<file path="src/cpf_pkg.sv">
package cpf_pkg;

    // request kinds carried from the front to the back
    localparam logic [1:0] C_KIND_HDR = 2'd0;
    localparam logic [1:0] C_KIND_PAY = 2'd1;
    localparam logic [1:0] C_KIND_ERR = 2'd2;

    // configuration register indexes
    localparam logic C_REG_START = 1'b0;
    localparam logic C_REG_END   = 1'b1;

    // longest payload a header may announce
    localparam logic [15:0] C_MAX_PAYLOAD = 16'hFFFF;

    // one queued request, already checked and with its checksum worked out
    typedef struct packed {
        logic [1:0]  kind;
        logic        fin;
        logic [15:0] cmd;
        logic [7:0]  dev;
        logic [15:0] len;
        logic [7:0]  pbyte;
        logic [15:0] csum;
    } t_job;

    // 16-bit add with end-around carry
    function automatic logic [15:0] oc_add(input logic [15:0] a, input logic [15:0] b);
        logic [16:0] t;
        t = {1'b0, a} + {1'b0, b};
        return t[16] ? (t[15:0] + 16'd1) : t[15:0];
    endfunction

endpackage

</file>
<file path="src/cpf_front.sv">
module cpf_front (
    input  logic           i_clk,
    input  logic           i_rst_n,
    input  logic           i_valid,
    output logic           o_ready,
    input  logic           i_req_type,
    input  logic [15:0]    i_command,
    input  logic [7:0]     i_device,
    input  logic [15:0]    i_data_len,
    input  logic [7:0]     i_payload_byte,
    input  logic           i_full,
    output logic           o_push,
    output cpf_pkg::t_job  o_job
);
    import cpf_pkg::*;

    logic        r_open, n_open;
    logic [15:0] r_remain, n_remain;
    logic [15:0] r_sum, n_sum;
    logic        r_odd, n_odd;
    logic [7:0]  r_held, n_held;

    logic        accept;
    logic [15:0] len_sat;
    logic [15:0] hdr_sum;
    logic [15:0] hdr_fin_sum;
    logic [15:0] pay_word;
    logic [15:0] pay_sum;
    logic [15:0] remain_dec;
    t_job        job;

    assign o_ready = !i_full;
    assign accept  = i_valid && o_ready;

    // header words: length then command, each read low byte first
    assign len_sat     = (i_data_len > C_MAX_PAYLOAD) ? C_MAX_PAYLOAD : i_data_len;
    assign hdr_sum     = oc_add({len_sat[7:0], len_sat[15:8]}, {i_command[7:0], i_command[15:8]});
    assign hdr_fin_sum = oc_add(hdr_sum, {8'h00, i_device});

    // payload word: pairs with the held byte, or stands alone zero-padded
    assign pay_word   = r_odd ? {i_payload_byte, r_held} : {8'h00, i_payload_byte};
    assign pay_sum    = oc_add(r_sum, pay_word);
    assign remain_dec = r_remain - 16'd1;

    // classify the request and work out the next packet state
    always_comb begin
        n_open   = r_open;
        n_remain = r_remain;
        n_sum    = r_sum;
        n_odd    = r_odd;
        n_held   = r_held;
        job       = '0;
        job.cmd   = i_command;
        job.dev   = i_device;
        job.len   = len_sat;
        job.pbyte = i_payload_byte;
        if (!i_req_type) begin
            job.kind = C_KIND_HDR;
            job.fin  = (len_sat == 16'd0);
            job.csum = ~hdr_fin_sum;
            n_open   = (len_sat != 16'd0);
            n_remain = len_sat;
            n_sum    = (len_sat == 16'd0) ? 16'd0 : hdr_sum;
            n_odd    = (len_sat != 16'd0);
            n_held   = (len_sat == 16'd0) ? 8'h00 : i_device;
        end else if (!r_open) begin
            job.kind  = C_KIND_ERR;
            job.pbyte = 8'h00;
        end else begin
            job.kind = C_KIND_PAY;
            job.fin  = (remain_dec == 16'd0);
            job.csum = ~pay_sum;
            n_remain = remain_dec;
            if (remain_dec == 16'd0) begin
                n_open = 1'b0;
                n_sum  = 16'd0;
                n_odd  = 1'b0;
                n_held = 8'h00;
            end else if (r_odd) begin
                n_sum  = pay_sum;
                n_odd  = 1'b0;
                n_held = 8'h00;
            end else begin
                n_odd  = 1'b1;
                n_held = i_payload_byte;
            end
        end
    end

    // packet state
    always_ff @(posedge i_clk) begin
        if (!i_rst_n) begin
            r_open   <= 1'b0;
            r_remain <= 16'd0;
            r_sum    <= 16'd0;
            r_odd    <= 1'b0;
            r_held   <= 8'h00;
        end else if (accept) begin
            r_open   <= n_open;
            r_remain <= n_remain;
            r_sum    <= n_sum;
            r_odd    <= n_odd;
            r_held   <= n_held;
        end
    end

    assign o_push = accept;
    assign o_job  = job;

endmodule

</file>
<file path="src/cpf_queue.sv">
module cpf_queue #(
    parameter int DEPTH = 4
) (
    input  logic           i_clk,
    input  logic           i_rst_n,
    input  logic           i_push,
    input  cpf_pkg::t_job  i_job,
    output logic           o_full,
    input  logic           i_pop,
    output cpf_pkg::t_job  o_job,
    output logic           o_empty
);
    import cpf_pkg::*;

    localparam int PTR_W = (DEPTH > 1) ? $clog2(DEPTH) : 1;
    localparam int CNT_W = $clog2(DEPTH + 1);

    t_job             r_mem [DEPTH];
    logic [PTR_W-1:0] r_wr_ptr;
    logic [PTR_W-1:0] r_rd_ptr;
    logic [CNT_W-1:0] r_count;

    assign o_full  = (r_count == CNT_W'(DEPTH));
    assign o_empty = (r_count == '0);
    assign o_job   = r_mem[r_rd_ptr];

    // entry storage
    always_ff @(posedge i_clk) begin
        if (i_push) begin
            r_mem[r_wr_ptr] <= i_job;
        end
    end

    // pointers and fill count
    always_ff @(posedge i_clk) begin
        if (!i_rst_n) begin
            r_wr_ptr <= '0;
            r_rd_ptr <= '0;
            r_count  <= '0;
        end else begin
            if (i_push) begin
                r_wr_ptr <= (r_wr_ptr == PTR_W'(DEPTH - 1)) ? '0 : r_wr_ptr + 1'b1;
            end
            if (i_pop) begin
                r_rd_ptr <= (r_rd_ptr == PTR_W'(DEPTH - 1)) ? '0 : r_rd_ptr + 1'b1;
            end
            if (i_push && !i_pop) begin
                r_count <= r_count + 1'b1;
            end else if (i_pop && !i_push) begin
                r_count <= r_count - 1'b1;
            end
        end
    end

    // no write into a full queue, no read from an empty one
    a_no_overflow: assert property (@(posedge i_clk) disable iff (!i_rst_n)
        o_full |-> !i_push)
        else $error("queue written while full");
    a_no_underflow: assert property (@(posedge i_clk) disable iff (!i_rst_n)
        o_empty |-> !i_pop)
        else $error("queue read while empty");
    a_count_bound: assert property (@(posedge i_clk) disable iff (!i_rst_n)
        r_count <= CNT_W'(DEPTH))
        else $error("queue count out of range");

endmodule

</file>
<file path="src/cpf_back.sv">
module cpf_back (
    input  logic           i_clk,
    input  logic           i_rst_n,
    input  cpf_pkg::t_job  i_job,
    input  logic           i_empty,
    output logic           o_pop,
    input  logic [7:0]     i_start_code,
    input  logic [7:0]     i_end_code,
    output logic           o_valid,
    input  logic           i_ready,
    output logic [7:0]     o_out_byte,
    output logic           o_last_byte,
    output logic           o_err
);
    import cpf_pkg::*;

    // byte positions within a packet
    localparam logic [3:0] C_STEP_START  = 4'd0;
    localparam logic [3:0] C_STEP_ZERO0  = 4'd1;
    localparam logic [3:0] C_STEP_ZERO1  = 4'd2;
    localparam logic [3:0] C_STEP_LEN_HI = 4'd3;
    localparam logic [3:0] C_STEP_LEN_LO = 4'd4;
    localparam logic [3:0] C_STEP_CMD_HI = 4'd5;
    localparam logic [3:0] C_STEP_CMD_LO = 4'd6;
    localparam logic [3:0] C_STEP_DEV    = 4'd7;
    localparam logic [3:0] C_STEP_CK_HI  = 4'd8;
    localparam logic [3:0] C_STEP_CK_LO  = 4'd9;
    localparam logic [3:0] C_STEP_END    = 4'd10;

    logic       r_valid;
    logic [3:0] r_step, n_step;
    logic [7:0] r_byte;
    logic       r_last;
    logic       r_err;

    logic       advance;
    logic       step_last;
    logic [7:0] sel_byte;
    logic       sel_err;

    // pick the byte for the current step of the head request
    always_comb begin
        sel_byte = 8'h00;
        sel_err  = 1'b0;
        unique case (i_job.kind)
            C_KIND_ERR: begin
                sel_err   = 1'b1;
                step_last = 1'b1;
                n_step    = C_STEP_START;
            end
            C_KIND_PAY: begin
                step_last = i_job.fin ? (r_step == C_STEP_END) : 1'b1;
                n_step    = (r_step == C_STEP_START) ? C_STEP_CK_HI : r_step + 4'd1;
            end
            default: begin
                step_last = i_job.fin ? (r_step == C_STEP_END) : (r_step == C_STEP_DEV);
                n_step    = r_step + 4'd1;
            end
        endcase
        if (i_job.kind == C_KIND_PAY && r_step == C_STEP_START) begin
            sel_byte = i_job.pbyte;
        end else if (i_job.kind != C_KIND_ERR) begin
            unique case (r_step) inside
                C_STEP_START:               sel_byte = i_start_code;
                C_STEP_ZERO0, C_STEP_ZERO1: sel_byte = 8'h00;
                C_STEP_LEN_HI:              sel_byte = i_job.len[15:8];
                C_STEP_LEN_LO:              sel_byte = i_job.len[7:0];
                C_STEP_CMD_HI:              sel_byte = i_job.cmd[15:8];
                C_STEP_CMD_LO:              sel_byte = i_job.cmd[7:0];
                C_STEP_DEV:                 sel_byte = i_job.dev;
                C_STEP_CK_HI:               sel_byte = i_job.csum[15:8];
                C_STEP_CK_LO:               sel_byte = i_job.csum[7:0];
                C_STEP_END:                 sel_byte = i_end_code;
                default:                    sel_byte = 8'h00;
            endcase
        end
    end

    // move one byte into the output register whenever a request is queued and the register is free or taken
    assign advance = !i_empty && (!r_valid || i_ready);
    assign o_pop   = advance && step_last;

    always_ff @(posedge i_clk) begin
        if (!i_rst_n) begin
            r_valid <= 1'b0;
            r_step  <= C_STEP_START;
        end else if (advance) begin
            r_valid <= 1'b1;
            r_step  <= step_last ? C_STEP_START : n_step;
        end else if (i_ready) begin
            r_valid <= 1'b0;
        end
    end

    // output byte register
    always_ff @(posedge i_clk) begin
        if (advance) begin
            r_byte <= sel_byte;
            r_last <= (r_step == C_STEP_END);
            r_err  <= sel_err;
        end
    end

    assign o_valid     = r_valid;
    assign o_out_byte  = r_byte;
    assign o_last_byte = r_last;
    assign o_err       = r_err;

    // an error result is a lone zero byte, never the packet end
    a_err_shape: assert property (@(posedge i_clk) disable iff (!i_rst_n)
        (r_valid && r_err) |-> (r_byte == 8'h00 && !r_last))
        else $error("malformed error result");
    a_step_bound: assert property (@(posedge i_clk) disable iff (!i_rst_n)
        r_step <= C_STEP_END)
        else $error("byte step out of range");
    a_pop_restarts: assert property (@(posedge i_clk) disable iff (!i_rst_n)
        o_pop |=> (r_step == C_STEP_START))
        else $error("step not cleared after request finished");
    a_end_is_last: assert property (@(posedge i_clk) disable iff (!i_rst_n)
        (advance && r_step == C_STEP_END) |-> o_pop)
        else $error("end code did not close the request");

endmodule

</file>
<file path="src/command_packet_framer_with_checksum.sv">
// channel  direction  handshake             payload
// input    in         i_valid / o_ready     i_req_type, i_command, i_device, i_data_len,
//                                           i_payload_byte
// output   out        o_valid / i_ready     o_out_byte, o_last_byte, o_err
// config   in         psel/penable/pwrite   paddr, pwdata, prdata (pready tied high)
//
// each request is taken while the front queue has room; a payload byte yields one
// output byte, a header eight (eleven with zero length)
// the back end sends one byte a cycle while a request is queued and the output is not stalled
// a finished packet adds three bytes for the checksum and end code
// synchronous active-low reset clears packet state, the queue and both code registers
// output stalls fill the queue, after which o_ready drops; input gaps leave bytes flowing
module command_packet_framer_with_checksum #(
    parameter int QUEUE_DEPTH = 4
) (
    input  logic        i_clk,
    input  logic        i_rst_n,
    input  logic        i_valid,
    output logic        o_ready,
    input  logic        i_req_type,
    input  logic [15:0] i_command,
    input  logic [7:0]  i_device,
    input  logic [15:0] i_data_len,
    input  logic [7:0]  i_payload_byte,
    output logic        o_valid,
    input  logic        i_ready,
    output logic [7:0]  o_out_byte,
    output logic        o_last_byte,
    output logic        o_err,
    input  logic        psel,
    input  logic        penable,
    input  logic        pwrite,
    input  logic [2:0]  paddr,
    input  logic [31:0] pwdata,
    output logic [31:0] prdata,
    output logic        pready
);
    import cpf_pkg::*;

    logic [7:0] r_start_code;
    logic [7:0] r_end_code;
    logic       cfg_wr;
    logic       reg_idx;

    t_job       front_job;
    t_job       head_job;
    logic       push;
    logic       pop;
    logic       full;
    logic       empty;

    // register file
    assign pready  = 1'b1;
    assign reg_idx = paddr[2];
    assign cfg_wr  = psel && penable && pwrite && pready;

    always_ff @(posedge i_clk) begin
        if (!i_rst_n) begin
            r_start_code <= 8'h00;
            r_end_code   <= 8'h00;
        end else if (cfg_wr) begin
            unique case (reg_idx)
                C_REG_START: r_start_code <= pwdata[7:0];
                C_REG_END:   r_end_code   <= pwdata[7:0];
                default:     r_end_code   <= r_end_code;
            endcase
        end
    end

    assign prdata = (reg_idx == C_REG_END) ? {24'd0, r_end_code} : {24'd0, r_start_code};

    // request classification and checksum
    cpf_front u_front (
        .i_clk          (i_clk),
        .i_rst_n        (i_rst_n),
        .i_valid        (i_valid),
        .o_ready        (o_ready),
        .i_req_type     (i_req_type),
        .i_command      (i_command),
        .i_device       (i_device),
        .i_data_len     (i_data_len),
        .i_payload_byte (i_payload_byte),
        .i_full         (full),
        .o_push         (push),
        .o_job          (front_job)
    );

    // decoupling queue
    cpf_queue #(
        .DEPTH (QUEUE_DEPTH)
    ) u_queue (
        .i_clk   (i_clk),
        .i_rst_n (i_rst_n),
        .i_push  (push),
        .i_job   (front_job),
        .o_full  (full),
        .i_pop   (pop),
        .o_job   (head_job),
        .o_empty (empty)
    );

    // byte serialiser
    cpf_back u_back (
        .i_clk        (i_clk),
        .i_rst_n      (i_rst_n),
        .i_job        (head_job),
        .i_empty      (empty),
        .o_pop        (pop),
        .i_start_code (r_start_code),
        .i_end_code   (r_end_code),
        .o_valid      (o_valid),
        .i_ready      (i_ready),
        .o_out_byte   (o_out_byte),
        .o_last_byte  (o_last_byte),
        .o_err        (o_err)
    );

endmodule
</file>
<file path="config.mk">
export PLATFORM = sky130hd
export DESIGN_NAME = command_packet_framer_with_checksum
export DESIGN_NICKNAME = d
export VERILOG_FILES = /design/src/cpf_pkg.sv /design/src/cpf_front.sv /design/src/cpf_queue.sv /design/src/cpf_back.sv /design/src/command_packet_framer_with_checksum.sv
export SDC_FILE = /design/constraint.sdc
export NUM_CORES = 1
export LEC_CHECK = 0
export ABC_AREA = 1
export BUFFER_PORTS_ARGS = -buffer_cell sky130_fd_sc_hd__buf_2
export CORE_ASPECT_RATIO = 1.5
export CORE_UTILIZATION = 35
export CTS_CLUSTER_DIAMETER = 150
export DETAILED_ROUTE_END_ITERATION = 6
export PLACE_DENSITY_LB_ADDON = 0.2
export SLEW_MARGIN = 10
export SYNTH_ARGS = -nofsm -noshare
export SYNTH_HDL_FRONTEND = slang
export SYNTH_HIERARCHICAL = 1
export SYNTH_SLANG_ARGS = --single-unit
</file>
<file path="constraint.sdc">
create_clock -name i_clk -period 11.2 [get_ports i_clk]
set_clock_uncertainty 0.1 [all_clocks]
set_input_delay 2.24 -clock i_clk [delete_from_list [all_inputs] [get_ports i_clk]]
set_output_delay 2.24 -clock i_clk [all_outputs]
set_load 0.02 [all_outputs]
</file>
==> results.cfg, run 1 <==
[min_path]
hold_path_class = flop to flop

[timing]
drv_slew = 0
fin_crit_ps = 6660
max-slew-margin-rel_pct = 33.0
finalSetupViolCount = 0
max_freq_mhz = 150
tightestPinTransition_ps = 1000
rsz0062_at_grt = false
fin_crit_sh_pct = 59.5
hold_viol = 0
finalSetupTns_ps = 0

[synthesis]
syn_inst = 2231
syn_area_um2 = 19500
yosys.cell_types.count = 53
ys_ff_latch = 350
avgSynthCellArea_um2 = 8.73
synth-edff-count = 278
ys_async_sr_fraction_pct = 0
synth_warnings = 6
ys_seq_area_share_pct = 50.3
synthFlopType = edfxtp_1

[grt]
grt_usage_pct = 19.9
grtUsageMet3_pct = 1.67
grt_busiest_layer = met2
antenna_found_initial = 2
grt_pass1_wl_mm = 86.4
grt_pass1_vias = 14593
grtUsageMet1_pct = 23.7
grt-ovfl-total = 0
grtUsageMet2_pct = 35.8
grt_max_degree = 135

[clock_tree]
cts_buffers = 35
postCtsHoldBufs = 0
clock-sinks = 350
clockBufferDepth = 3
post_cts_buffers = 0
clk_pin_slew_ps = 70
clockRootBuffer = clkbuf_16
h-tree-depth = 2
cts_tree = done
clk_latency_ps = 520
cts-resized-gates = 0

[pwr]
p_sw_share_pct = 38.0
pwr-share-comb_pct = 33.9
p_int_mw = 2.75
power.density_nw_per_um2 = 210
vdd_drop_max_uv = 100
power.switching_mw = 1.69
p_leak_nw = 8.70
clockPowerShare_pct = 27.6
seqPwrFrac_pct = 38.6
power_mw = 4.44

[place]
port_buffers = 84
gp_congestion = 0.914
place_hpwl_mm = 39.9

[cells_and_area]
fillers = 5495
area_delta_synth_final_pct = 8.42
final_nets = 2386
drive_above_1_share_pct = 10.3

[floorplan]
core-area_um2 = 54800
die_h_um = 291
die_x_um = 195
start_util_pct = 35.5
rows = 105
ioPinCount = 136
die-area_um2 = 56600

[route]
drtIter0Drc = 1242
wl_mm = 57.4
vias = 15344
post_drt_wl_per_cell_um = 19.4
drc = 0
avgViaCountPerCell = 5.19
dr.pass1.iters = 5
ant_nets = 0

[worst_setup_path]
crit_type = input pin to flop
path_max_fanout = 11
cp-end-kind = flop
cp-start-kind = input pin
cp.arrival_ps = 6780
crit_required_ps = 11320

[status]
status = completed

[flow_run]
maxCapViolCount = 0
-- worst max-delay path, cell delays in order --
cell	delay [ps]
buf_2	170
ha_1	270
fa_1	450
nand2_1	120
nand2_2	90
nand3_2	90
nand2_2	70
nand2_2	90
nand2_4	90
nand2_1	100
xor2_1	500
inv_1	100
ha_1	420
nand4_1	130
o211ai_1	190
nand2_1	90
nand2_1	70
nand2_1	50
nand2_1	90
nand3_2	130
nor2_4	130
nand2_2	90
nor2_4	260
nand3_2	250
nand2_1	120
nand2_1	60
nand2_1	110
nand2_1	200
-- cell families (layout without fill, tap and decap cells) --
group | after synthesis | count (layout) | share of synthesized area [%]
AO/OA/AOI/OAI | 354 | 354 | 9.88
XOR/XNOR | 56 | 56 | 2.62
adder cells (fa/ha/maj) | 62 | 62 | 4.14
buffers and inverters | 349 | 354 | 9.06
flip-flops | 350 | 350 | 50.3
multiplexers | 2 | 2 | 0.109
other | 2 | 27 | 0.0386
AND/OR/NAND/NOR | 1056 | 1056 | 23.9
-- final timing paths --
path	startpoint	endpoint	slack, ps	cells past startpoint
worst max-delay path	i_data_len[8]	u_queue/r_mem[1][7]	4540	28
worst min-delay path	u_front/r_remain[14]	u_front/r_remain[14]	380	2
worst max register to register	u_front/r_odd	u_queue/r_mem[3][11]	7040	14
worst min register to register	u_front/r_remain[14]	u_front/r_remain[14]	380	2
-- power groups by stage --
stage	sequential, mW	clock (mW)	combinational [mW]
final	1.71	1.22	1.50
after global routing	1.73	1.30	1.67
after CTS	1.71	1.25	1.52
after detailed placement	1.74	0	1.51
after global placement	1.74	0	1.49
after floorplan	1.70	0	1.12
-- cell usage after synthesis (3+ instances only) --
| master | number | share of area (%) |
|---|---|---|
| nor2_1 | 300 | 5.8 |
| xor2_1 | 30 | 1.3 |
| xnor2_1 | 25 | 1.1 |
| nor2_2 | 13 | 0.42 |
| o21ai_0 | 187 | 4.8 |
| ha_1 | 58 | 3.7 |
| nor3_1 | 17 | 0.44 |
| nand3_2 | 9 | 0.46 |
| clkbuf_2 | 7 | 0.18 |
| buf_6 | 13 | 0.75 |
| nand3b_1 | 5 | 0.19 |
| nand2_2 | 17 | 0.55 |
| buf_4 | 73 | 2.8 |
| o22ai_1 | 68 | 2.2 |
| nand4_1 | 69 | 2.2 |
| nand2_4 | 5 | 0.29 |
| nor2_4 | 6 | 0.35 |
| nor4_1 | 6 | 0.19 |
| buf_2 | 22 | 0.57 |
| nand3_1 | 136 | 3.5 |
| inv_2 | 12 | 0.23 |
| dfxtp_1 | 72 | 7.4 |
| clkbuf_4 | 7 | 0.27 |
| clkbuf_1 | 31 | 0.60 |
| nand2_1 | 457 | 8.8 |
| a31oi_1 | 13 | 0.42 |
| o21ai_1 | 9 | 0.23 |
| a21oi_1 | 58 | 1.5 |
| o21bai_1 | 3 | 0.12 |
| o211ai_1 | 4 | 0.15 |
| or2_2 | 8 | 0.26 |
| and2_1 | 3 | 0.096 |
| fa_1 | 4 | 0.41 |
| edfxtp_1 | 278 | 43 |
| inv_1 | 179 | 3.5 |
| a211oi_1 | 5 | 0.19 |
-- sequential cells by signal, summed over array words and instances, names as in the netlist, 3 cells and up, named ones only --
signal,cells
u_back/o_out_byte,8
u_front/r_remain,16
u_back/r_step,4
u_front/r_held,8
r_start_code,8
u_front/r_sum,16
u_queue/r_mem,268
r_end_code,8
u_queue/r_count,3
-- layout make-up --
| type | instances | area (um2) | share of cell area (%) |
|---|---|---|---|
| multi-input cells | 1555 | 8010 | 37.9 |
| diodes | 2 | 5.00 | 0.0237 |
| repair buffers | 97 | 518 | 2.45 |
| well taps | 695 | 870 | 4.12 |
| inverters | 194 | 737 | 3.49 |
| clock inverters | 18 | 225 | 1.07 |
| flip-flops and latches | 350 | 9790 | 46.4 |
| clock buffers | 45 | 956 | 4.53 |
-- cells in the final DEF (no fill, tap or decap), types with 6 or more instances in the layout --
cell type    n
inv_2       16
inv_1      175
o21ai_1      9
nor2_2      14
conb_1      25
clkbuf_1     8
nand2_2     17
ha_1        58
nor4_1       6
dfxtp_1     70
nor2_1     299
a31oi_1     13
buf_2       84
nor3_1      17
clkinv_2     6
nand4_1     69
edfxtp_1   278
nand3_1    136
a21oi_1     58
nor2_4       6
buf_4       13
o21ai_0    187
or2_2        8
o22ai_1     68
nand2_1    457
clkbuf_16   37
xor2_1      30
nand3_2      9
xnor2_1     25
-- per-layer routing --
layer	up-vias	part of all wire [%]
met4	0	4.5
met3	97	3.3
met5	-	0
met2	358	51
met1	7392	41
li1	7497	-
-- per-stage QoR --
step	cell area, um2	util, %	setup WS, ps	cells	hold WS, ps
global placement	19900	36.4	4020	2891	358
detailed placement	19900	36.4	4000	2891	366
floorplan	19600	-	5500	2254	345
global route	21100	38.5	4110	2956	406
CTS	21100	38.5	4550	2954	376
finish	21100	38.5	4540	2956	378
(Power assumes the default switching activity.)
==> run 2: changes to the inputs <==
==> constraint.sdc (replaced) <==
create_clock -name i_clk -period 5.65 [get_ports i_clk]
set_clock_uncertainty 0.1 [all_clocks]
set_input_delay 1.13 -clock i_clk [delete_from_list [all_inputs] [get_ports i_clk]]
set_output_delay 1.13 -clock i_clk [all_outputs]
set_load 0.02 [all_outputs]
==> run 2 against run 1 <==
Against the previous run: via count increased by 0.96%; register-to-register slack got worse by 5700 ps; critical path depth unchanged; critical path type unchanged; largest cell class unchanged.
==> results.cfg, run 2 (same netlist as run 1, synthesis figures left out) <==
[pwr]
seqPwrFrac_pct = 38.2
p_int_mw = 5.44
p_sw_share_pct = 38.2
clockPowerShare_pct = 26.9
power.switching_mw = 3.35
pwr-share-comb_pct = 34.9
p_leak_nw = 8.86
vdd_drop_max_uv = 239
power.density_nw_per_um2 = 412

[place]
place_hpwl_mm = 41.5
gp_congestion = 0.856
place_inst = 2924
port_buffers = 84
place_area_um2 = 20200

[flow_run]
maxCapViolCount = 0

[route]
post_drt_wl_per_cell_um = 19.3
drtIter0Drc = 936
ant_nets = 0
drc = 0
dr.pass1.iters = 5
wl_mm = 57.6
avgViaCountPerCell = 5.18
wl_met3_mm = 2.02
wl_met2_mm = 30.1
met1Wirelength_mm = 23.0
vias = 15491
highest_layer = met5

[worst_setup_path]
reg2reg_from = u_front/r_odd
cp-end-kind = flop
crit_required_ps = 5780
r2r_slack_ps = 1370
cp-start-kind = input pin
cp.arrival_ps = 4980
slowest_stage = fa_1
r2r_cells = 14
path_max_fanout = 9
crit_type = input pin to flop
slowest_delay_ps = 610
cp_common_cell = nand2_1
r2r-end = u_queue/r_mem[2][11]

[min_path]
worst_hold_path.endpoint = u_front/r_remain[14]
hold_path_class = flop to flop
min_from = u_front/r_remain[14]
hold_depth = 2

[clock_tree]
postCtsHoldBufs = 0
clk_latency_ps = 530
h-tree-depth = 2
cts_buffers = 36
post_cts_buffers = 0
clockBufferDepth = 3
cts-resized-gates = 0
cts_tree = done
clockRootBuffer = clkbuf_16
clock-sinks = 350
clk_pin_slew_ps = 60

[cells_and_area]
final_nets = 2420
reg.largest.list = u_queue/r_mem x268, u_front/r_remain x16, u_front/r_sum x16
largest_reg_flops = 268
top_register = u_queue/r_mem
stdcell_area_um2 = 21300
final_cell_mix = nand2_1, nor2_1, edfxtp_1
fillers = 5448
regArea_um2 = 9790
multi_input_area_um2 = 8010
drive_above_1_share_pct = 11.8
final_common_cell = nand2_1
fin_util_pct = 39.0
finalNonFillerCells = 2991
area_delta_synth_final_pct = 9.65

[floorplan]
ioPinCount = 136
start_util_pct = 35.5
rows = 105
die-area_um2 = 56600
core-area_um2 = 54800
die_h_um = 291
die_x_um = 195

[timing]
drv_slew = 0
whs_ps = 373
fin_crit_sh_pct = 85.7
max_freq_mhz = 206
fin_crit_ps = 4840
finalSetupTns_ps = 0
max-slew-margin-rel_pct = 41.3
hold_viol = 0
tightestPinTransition_ps = 880
finalSetupViolCount = 0
rsz0062_at_grt = false

[grt]
grt_pass1_wl_mm = 86.8
grt-ovfl-total = 0
grt_usage_pct = 20.0
antenna_found_initial = 2
grt_pass1_vias = 14901
grt_max_degree = 135

[status]
status = completed
[run 2: changes by cell type in the layout (fill, tap and decap cells not counted), sizes merged]
cell    previous run  this run
inv              194       196
bufinv             5         3
clkinv            11        18
buf               97       130
diode              2         1
clkbuf            45        41
[run 2: worst max path at each step]
stage | startpoint | end
3_5_place_dp | i_command[8] | u_queue/r_mem[3][8]
2_1_floorplan | i_command[8] | u_queue/r_mem[0][7]
5_1_grt | i_command[8] | u_queue/r_mem[1][7]
4_1_cts | i_command[8] | u_queue/r_mem[3][8]
3_3_place_gp | i_command[8] | u_queue/r_mem[2][8]
6_report | i_command[8] | u_queue/r_mem[1][7]
[run 2: routing by layer]
metal  vias to the layer above  GRT usage, %
met5                         -             0
met2                       387          37.0
met4                         2          8.77
met1                      7436          23.4
met3                       104          1.70
li1                       7562             -
[run 2: power by group through the flow]
stage | Combinational [mW] | Clock (mW) | Sequential [mW]
floorplan | 2.21 | 0 | 3.37
global placement | 3.04 | 0 | 3.40
detailed placement | 3.09 | 0 | 3.41
CTS | 3.10 | 2.41 | 3.36
global route | 3.41 | 2.50 | 3.39
finish | 3.07 | 2.36 | 3.36
[run 2: final cells by class]
class | instances | area share, %
antenna | 1 | 0.0117
clock buffer | 41 | 4.45
clock inverter | 25 | 1.04
inverter | 194 | 3.45
multi-input combinational | 1555 | 37.5
sequential | 350 | 45.9
tap | 695 | 4.07
timing repair buffer | 130 | 3.59
[run 2: per-stage QoR]
step,setup slack [ps],power (mW)
2_1_floorplan,1060,5.59
3_3_place_gp,281,6.45
3_5_place_dp,247,6.50
4_1_cts,798,8.87
5_1_grt,399,9.31
6_report,806,8.79
[run 2: worst max-delay path: cells and delay by family]
kind,cells,cell delay (ps)
simple gates,20,2060
fa+ha+maj,3,1180
buf+inv,3,350
compound gates,1,150
xor+xnor,1,130
